File: src/nwl_pkg.sv
package nwl_pkg;

  localparam int TrackDepth = 1024;
  localparam int IdxW = 10;
  localparam int MinSection = 4;
  localparam int LenW = 11;
  localparam int LookW = 31;
  localparam int CoordW = 32;
  localparam int DiffW = 33;
  localparam int SqW = 64;
  localparam int DistW = 65;
  localparam int RootW = 33;
  localparam int SumW = 48;
  localparam int CfgW = 31;

  localparam logic [0:0] CfgTrackLength = 1'd0;
  localparam logic [0:0] CfgLookahead = 1'd1;

  localparam logic OpLoad = 1'b0;
  localparam logic OpQuery = 1'b1;

  typedef struct packed {
    logic load;
    logic scan_start;
    logic scan_step;
    logic walk_start;
    logic walk_step;
    logic root_start;
    logic walk_add;
    logic finish;
  } cmd_t;

  typedef struct packed {
    logic scan_last;
    logic walk_done;
    logic root_done;
  } status_t;

endpackage

File: src/nwl_ctrl.sv
module nwl_ctrl (
  input  logic clk,
  input  logic rst,
  input  logic in_valid,
  input  logic in_op,
  output logic in_ready,
  output logic out_valid,
  input  logic out_ready,
  input  nwl_pkg::status_t status,
  output nwl_pkg::cmd_t cmd
);

  localparam logic [2:0] Idle = 3'd0;
  localparam logic [2:0] Scan = 3'd1;
  localparam logic [2:0] ScanLast = 3'd2;
  localparam logic [2:0] WalkChk = 3'd3;
  localparam logic [2:0] Fetch = 3'd4;
  localparam logic [2:0] Root = 3'd5;
  localparam logic [2:0] Done = 3'd6;

  logic [2:0] state, state_next;
  logic ovalid, ovalid_next;

  assign in_ready = (state == Idle) && !ovalid;
  assign out_valid = ovalid;

  always_comb begin
    state_next = state;
    ovalid_next = ovalid && !out_ready;
    cmd = '0;
    case (state)
      Idle: begin
        if (in_valid && in_ready) begin
          if (in_op == nwl_pkg::OpLoad) cmd.load = 1'b1;
          else begin
            cmd.scan_start = 1'b1;
            state_next = Scan;
          end
        end
      end
      Scan: begin
        cmd.scan_step = 1'b1;
        if (status.scan_last) state_next = ScanLast;
      end
      ScanLast: begin
        cmd.walk_start = 1'b1;
        state_next = WalkChk;
      end
      WalkChk: begin
        if (status.walk_done) state_next = Done;
        else begin
          cmd.walk_step = 1'b1;
          state_next = Fetch;
        end
      end
      Fetch: begin
        cmd.root_start = 1'b1;
        state_next = Root;
      end
      Root: begin
        if (status.root_done) begin
          cmd.walk_add = 1'b1;
          state_next = WalkChk;
        end
      end
      Done: begin
        cmd.finish = 1'b1;
        ovalid_next = 1'b1;
        state_next = Idle;
      end
      default: state_next = Idle;
    endcase
  end

  always_ff @(posedge clk) begin
    if (rst) begin
      state <= Idle;
      ovalid <= 1'b0;
    end else begin
      state <= state_next;
      ovalid <= ovalid_next;
    end
  end

  a_finish_sets_valid: assert property (@(posedge clk) disable iff (rst)
    cmd.finish |=> out_valid) else $error("result not presented");
  a_no_accept_busy: assert property (@(posedge clk) disable iff (rst)
    (state != Idle) |-> !in_ready) else $error("accept while busy");
  a_hold: assert property (@(posedge clk) disable iff (rst)
    (out_valid && !out_ready) |=> out_valid) else $error("result dropped");

endmodule

File: config.mk
export PLATFORM = sky130hd
export DESIGN_NAME = nwl_ctrl
export DESIGN_NICKNAME = d
export VERILOG_FILES = /design/src/nwl_pkg.sv /design/src/nwl_ctrl.sv
export SDC_FILE = /design/constraint.sdc
export NUM_CORES = 1
export LEC_CHECK = 0
export ABC_CLOCK_PERIOD_IN_PS = 1100
export CAP_MARGIN = 10
export CORE_AREA = 2 2 39 41
export DETAILED_ROUTE_END_ITERATION = 7
export DIE_AREA = 0 0 41 43
export DONT_BUFFER_PORTS = 1
export PLACE_DENSITY = 0.43
export SYNTH_ARGS = -nofsm -noshare
export SYNTH_HDL_FRONTEND = slang
export SYNTH_SLANG_ARGS = --single-unit
File: constraint.sdc
create_clock -name clk -period 1.1 [get_ports clk]
set_input_delay 0.165 -clock clk [delete_from_list [all_inputs] [get_ports clk]]
set_output_delay 0.165 -clock clk [all_outputs]
set_load 0.02 [all_outputs]
==> results of run 1 <==
==> critical path: cells and delay by family, from the launching register on <==
| kind | cells | cell delay [ns] |
|---|---|---|
| and+or+nand+nor | 1 | 0.19 |
| DFF | 1 | 0.36 |
| buffers and inverters | 2 | 0.31 |
==> worst paths after layout <==
path / endpoint / slack (ns)
max: in_ready / -0.16
min: state[0] / 0.04
max reg2reg: state[2] / 0
min reg2reg: state[1] / 0.59
==> power groups by stage <==
stage	registers [W]	clock network [W]	logic, W
CTS	0.000157	0.000191	0.000113
finish	0.000160	0.000183	0.000137
global placement	0.000162	0	0.0000975
global route	0.000161	0.000197	0.000148
detailed placement	0.000162	0	0.0000968
floorplan	0.000155	0	0.0000733
==> flip-flops by register name, indices dropped and copies added, names as in the netlist <==
signal and count:
state 3, out_valid 1
==> cells by family after synthesis <==
logic type             count (synthesis)
buffers and inverters                  6
muxes                                  1
and+or+nand+nor                       23
DFF                                    4
AOI/OAI and AO/OA                      6
==> synth_stat cells <==
| master | n |
|---|---|
| nand2_1 | 5 |
| nor2_1 | 5 |
| dfxtp_1 | 4 |
| a21oi_1 | 3 |
| inv_1 | 3 |
| nor2b_1 | 3 |
| nor3_1 | 3 |
| a32oi_1 | 1 |
| and2b_1 | 1 |
| and3_1 | 1 |
| buf_2 | 1 |
| buf_6 | 1 |
| clkbuf_2 | 1 |
| mux2_2 | 1 |
| nand2b_1 | 1 |
| nand3_1 | 1 |
| nor3b_1 | 1 |
| nor4_1 | 1 |
| o22ai_1 | 1 |
| o32ai_1 | 1 |
| or3_1 | 1 |
==> layer usage <==
layer,vias to the layer above,wire [um],track usage (%)
met5,-,0,0
met4,0,19,12.0
met3,2,40,1.57
met2,8,493,16.9
met1,174,317,13.1
li1,175,-,-
==> cell type report <==
class,count,share of cell area [%]
timing repair buffer,18,27.7
multi-input combinational,30,47.6
tap,16,3.38
sequential,4,15.6
inverter,3,1.90
clock buffer,3,3.81
==> metrics by stage <==
stage | setup TNS, ns | hold slack (ns)
floorplan | -0.0561 | 0.234
global placement | -0.210 | 0.239
detailed placement | -0.178 | 0.240
CTS | -1.17 | 0.0284
global route | -1.46 | 0.0336
finish | -0.995 | 0.0362
==> what timing repair did <==
item / 4_1_cts / 5_1_grt
hold buffers: 1 / 0
pin swaps: 6 / 6
buffers inserted: 2 / 2
hold endpoints to repair: 3 / 0
endpoints found under the setup margin: 10 / 10
gates resized for setup: 14 / 21
gates cloned: 0 / 0
==> qor.yml, run 1 <==
worstPathMaxFanout: 5
finish.instance_area_um2: 592
crit_arrival_ns: 1.09
max_freq_mhz: 794
p_sw_w: 0.000138
netlist_area_um2: 279
combinationalPowerShare_pct: 28.6
leakage_nw: 0.255
crit_chain: "buf_6 > nor4_4 > buf_4"
final-seq-area_um2: 92.6
vias_per_cell: 4.85
yosys_warnings: 0
dieArea_mm2: 0.00176
synth_seq_area_share_pct: 28.7
avgSynthCellArea_um2: 6.98
die_w_um: 41
multiInputGateArea_um2: 282
synth_compound_area_share_pct: 13.9
slew_viol_final: 0
grt_pass1_wl_mm: 1.33
finalSetupViolations: 9
synth_cell_types: 21
dpl.cell_count: 66
cp_slowest_cell: "dfxtp_4"
vias: 359
wire_per_inst_um: 11.8
drtPass1Iterations: 3
ys_top_cells_by_area: "dfxtp_1, nand2_1, nor2_1"
grt.total_usage_pct: 11.6
gr-total-overflow: 0
violations: "setup timing"
sw_frac_of_total_pct: 28.8
rows: 14
tightest_slew_ns: 0.191
whs_path_depth: 1
power.share.sequential_pct: 33.3
final-hold-violation-count: 0
numClockSinks: 4
wirelength_um: 871
synthAdderAreaFrac_pct: 0
setup_ws_ns: -0.159
grt_max_degree: 9
syn-num-nets: 48
antenna_left: 0
area_growth_pct: 112
clkTransAtPathRegs_ns: 0.04
portBuffers: 0
maxSlewHeadroom_pct: 87.2
total_power_w: 0.000479
fin_crit_sh_pct: 114
fin_cells: 74
gp_congestion: 0.708
reg2reg_from: "state[2]"
clk_latency_ns: 0.23
yosys.area.top_type: "dfxtp_1"
synth_top_family_by_area: "simple AND/OR/NAND/NOR gates"
drt-initial-drc-count: 7
hp-class: "in -> reg"
synthMuxAreaShare_pct: 4.04
initial_core_util_pct: 20.2
layout_common_cells: "buf_4, buf_6, nor2_4"
vdd_drop_max_uv: 328
critical_path_class: "reg -> out"
ios: 18
core-area_mm2: 0.00138
final_common_cell: "buf_4"
fin_nets: 68
slowest_delay_ns: 0.36
synthSimpleGateAreaFrac_pct: 41.7
cp.required_ns: 0.94
worst_setup_path_start_kind: "flip-flop"
cts_buffer_depth: 2
min_from: "rst"
fill_cells: 152
p_per_area_mw_per_mm2: 810
maxCapViolations: 0
outcome: "finished, violations left"
final_util_pct: 42.8
worstRegToRegCells: 5
startpoint: "state[2]"
period_minus_slack_ns: 1.26
drc: 0
cts_buffers: 3
yosys.area.top_type_share_pct: 28.7
root_buffer: "clkbuf_4"
htree_levels: 1
drive_above_1_share_pct: 74.1
endpoint_kind: "output pin"
diodes: 0
ys_ff_latch: 4
post-place-ws_ns: -0.0761
cts_tree: "done"
skew_ns: 0.000603
first_global_vias: 341
synthCells: 40
hpwlAfterDp_um: 596
die_h_um: 43
rsz0062_at_grt: "true"
synth-xor-area-share_pct: 0
place_area_um2: 403
p_int_w: 0.000341
antenna_found_initial: 0
clkPwrFrac_pct: 38.1
No activity file was read; power rests on OpenSTA's default activity.
==> run 2, diff against run 1 <==
--- a/config.mk
+++ b/config.mk
@@ -7,9 +7,10 @@
 export LEC_CHECK = 0
 export ABC_CLOCK_PERIOD_IN_PS = 1100
 export CAP_MARGIN = 10
-export CORE_AREA = 2 2 39 41
+export CORE_AREA = 5 5 42 44
+export CTS_BUF_LIST = sky130_fd_sc_hd__clkbuf_4 sky130_fd_sc_hd__clkbuf_8
 export DETAILED_ROUTE_END_ITERATION = 7
-export DIE_AREA = 0 0 41 43
+export DIE_AREA = 0 0 47 49
 export DONT_BUFFER_PORTS = 1
 export PLACE_DENSITY = 0.43
 export SYNTH_ARGS = -nofsm -noshare
==> run 2 against run 1 <==
Against the previous run:
- the run still ends with setup timing left
- final cell count is 1.4% lower
- first-iteration DRC count is 86% lower
- worst hold slack better by 0.0027 ns
- fmax is 4.4% lower
- combinational power hardly changed
- via count is 5.8% lower
- clock skew is 0.0048 ns higher
- die area is 31% higher
- largest power group unchanged
==> qor.yml, run 2 (synthesis gave the netlist of run 1 again) <==
core-area_mm2: 0.00140  # was 0.00138 mm^2
sw_frac_of_total_pct: 29.7  # was 28.8%
combinationalPowerShare_pct: 28.4  # was 28.6%
violations: "setup timing"  # unchanged
vdd_drop_max_uv: 401  # was 328 uV
rsz0062_at_grt: "true"  # unchanged
grt_max_degree: 7  # was 9
wire_per_inst_um: 12.3  # was 11.8 um
cts_buffers: 3  # unchanged
regMostFlops: "state"  # unchanged
vias_per_cell: 4.63  # was 4.85
maxSlewHeadroom_pct: 84.0  # was 87.2%
worst_setup_path_start_kind: "flip-flop"  # unchanged
drc: 0  # unchanged
maxCapViolations: 0  # unchanged
ios: 18  # unchanged
antenna_left: 0  # unchanged
clkTransAtPathRegs_ns: 0.04  # about the same
leakage_nw: 0.228  # was 0.255 nW
wirelength_um: 901  # was 871 um
worstPathMaxFanout: 5  # unchanged
grt_pass1_wl_mm: 1.48  # was 1.33 mm
layout_common_cells: "buf_4, buf_6, nor2_4"  # unchanged
finalSetupViolations: 9  # unchanged
portBuffers: 0  # unchanged
skew_ns: 0.00541  # was 0.000603 ns
drtPass1Iterations: 3  # unchanged
outcome: "finished, violations left"  # unchanged
htree_levels: 1  # unchanged
crit_arrival_ns: 1.15  # was 1.09 ns
hp-class: "in -> reg"  # unchanged
antenna_found_initial: 0  # unchanged
drive_above_1_share_pct: 64.9  # was 74.1%
clk_latency_ns: 0.24  # was 0.23 ns
tns_ns: -1.18  # was -0.995 ns
area_growth_pct: 100  # was 112%
setup_ws_ns: -0.216  # was -0.159 ns
gp_congestion: 0.717  # was 0.708
rows: 14  # unchanged
finish.instance_area_um2: 558  # was 592 um^2
critical_path_class: "reg -> out"  # unchanged
numClockSinks: 4  # unchanged
first_global_vias: 357  # was 341
tightest_slew_ns: 0.239  # was 0.191 ns
max_freq_mhz: 760  # was 794 MHz
fin_nets: 67  # was 68
p_per_area_mw_per_mm2: 875  # was 810 mW/mm^2
place_area_um2: 418  # was 403 um^2
clkPwrFrac_pct: 39.6  # was 38.1%
vias: 338  # was 359
period_minus_slack_ns: 1.32  # was 1.26 ns
gr-total-overflow: 0  # unchanged
fin_crit_sh_pct: 120  # was 114%
die_w_um: 47  # was 41 um
power.share.sequential_pct: 32.0  # was 33.3%
root_buffer: "clkbuf_4"  # unchanged
diodes: 0  # unchanged
grt.total_usage_pct: 9.01  # was 11.6%
drt-initial-drc-count: 1  # was 7
final_common_cell: "buf_4"  # unchanged
dieArea_mm2: 0.00230  # was 0.00176 mm^2
hpwlAfterDp_um: 654  # was 596 um
cts_tree: "done"  # unchanged
cts_buffer_depth: 2  # unchanged
die_h_um: 49  # was 43 um
endpoint_kind: "output pin"  # unchanged
p_sw_w: 0.000145  # was 0.000138 W
slew_viol_final: 0  # unchanged
cp.required_ns: 0.94  # about the same
p_int_w: 0.000343  # was 0.000341 W
largest_reg_flops: 3  # unchanged
initial_core_util_pct: 19.9  # was 20.2%
final-hold-violation-count: 0  # unchanged
==> run 2: power by group through the flow <==
stage               Sequential, W  Combinational, W  Clock (W)
floorplan                0.000155         0.0000733          0
global placement         0.000158          0.000108          0
finish                   0.000156          0.000139   0.000194
CTS                      0.000157          0.000119   0.000202
global route             0.000158          0.000150   0.000207
detailed placement       0.000158          0.000108          0
==> run 2: metrics by stage <==
step | hold slack (ns) | utilization (%) | setup slack, ns | instances | power [W]
2_1_floorplan | 0.234 | - | -0.0561 | 40 | 0.000228
6_report | 0.0389 | 39.8 | -0.216 | 73 | 0.000488
5_1_grt | 0.0432 | 39.8 | -0.264 | 73 | 0.000514
3_3_place_gp | 0.239 | 29.8 | -0.0263 | 68 | 0.000266
4_1_cts | 0.0290 | 34.8 | -0.205 | 72 | 0.000478
3_5_place_dp | 0.240 | 29.8 | -0.0335 | 68 | 0.000266
==> run 2: worst max-delay path, cell delays in order (launching register included) <==
cell     delay, ns
dfxtp_4       0.36
buf_6         0.12
nor4_2        0.24
buf_4         0.18
==> run 2: final timing paths <==
path              startpoint       end  slack, ns  cells after the start
setup / recovery    state[0]  in_ready      -0.22                      3
hold / removal           rst  state[0]       0.04                      1
setup reg to reg    state[2]  state[1]       0.05                      3
hold reg to reg     state[0]  state[0]       0.61                      2
==> run 2: layout make-up <==
class / instances / area [um^2]
Sequential cell: 4 / 92.6
Timing Repair Buffer: 17 / 160
Multi-Input combinational cell: 30 / 251
Clock buffer: 3 / 22.5
Tap cell: 16 / 20.0
Fill cell: 155 / 843
Inverter: 3 / 11.3
==> run 2: routing by layer <==
layer | routed length (um) | GRT usage [%] | vias to the layer above
met5 | 0 | 0 | -
met4 | 0 | 5.53 | 0
met3 | 81 | 4.06 | 0
met2 | 480 | 13.3 | 12
met1 | 339 | 10.1 | 151
li1 | - | - | 175
==> run 2: timing repair <==
item	CTS	global route
hold buffers	1	0
endpoints found under the setup margin	10	10
endpoints found under the hold margin	3	0
gates resized for setup	13	17
setup buffers	0	1
pin swaps	3	7
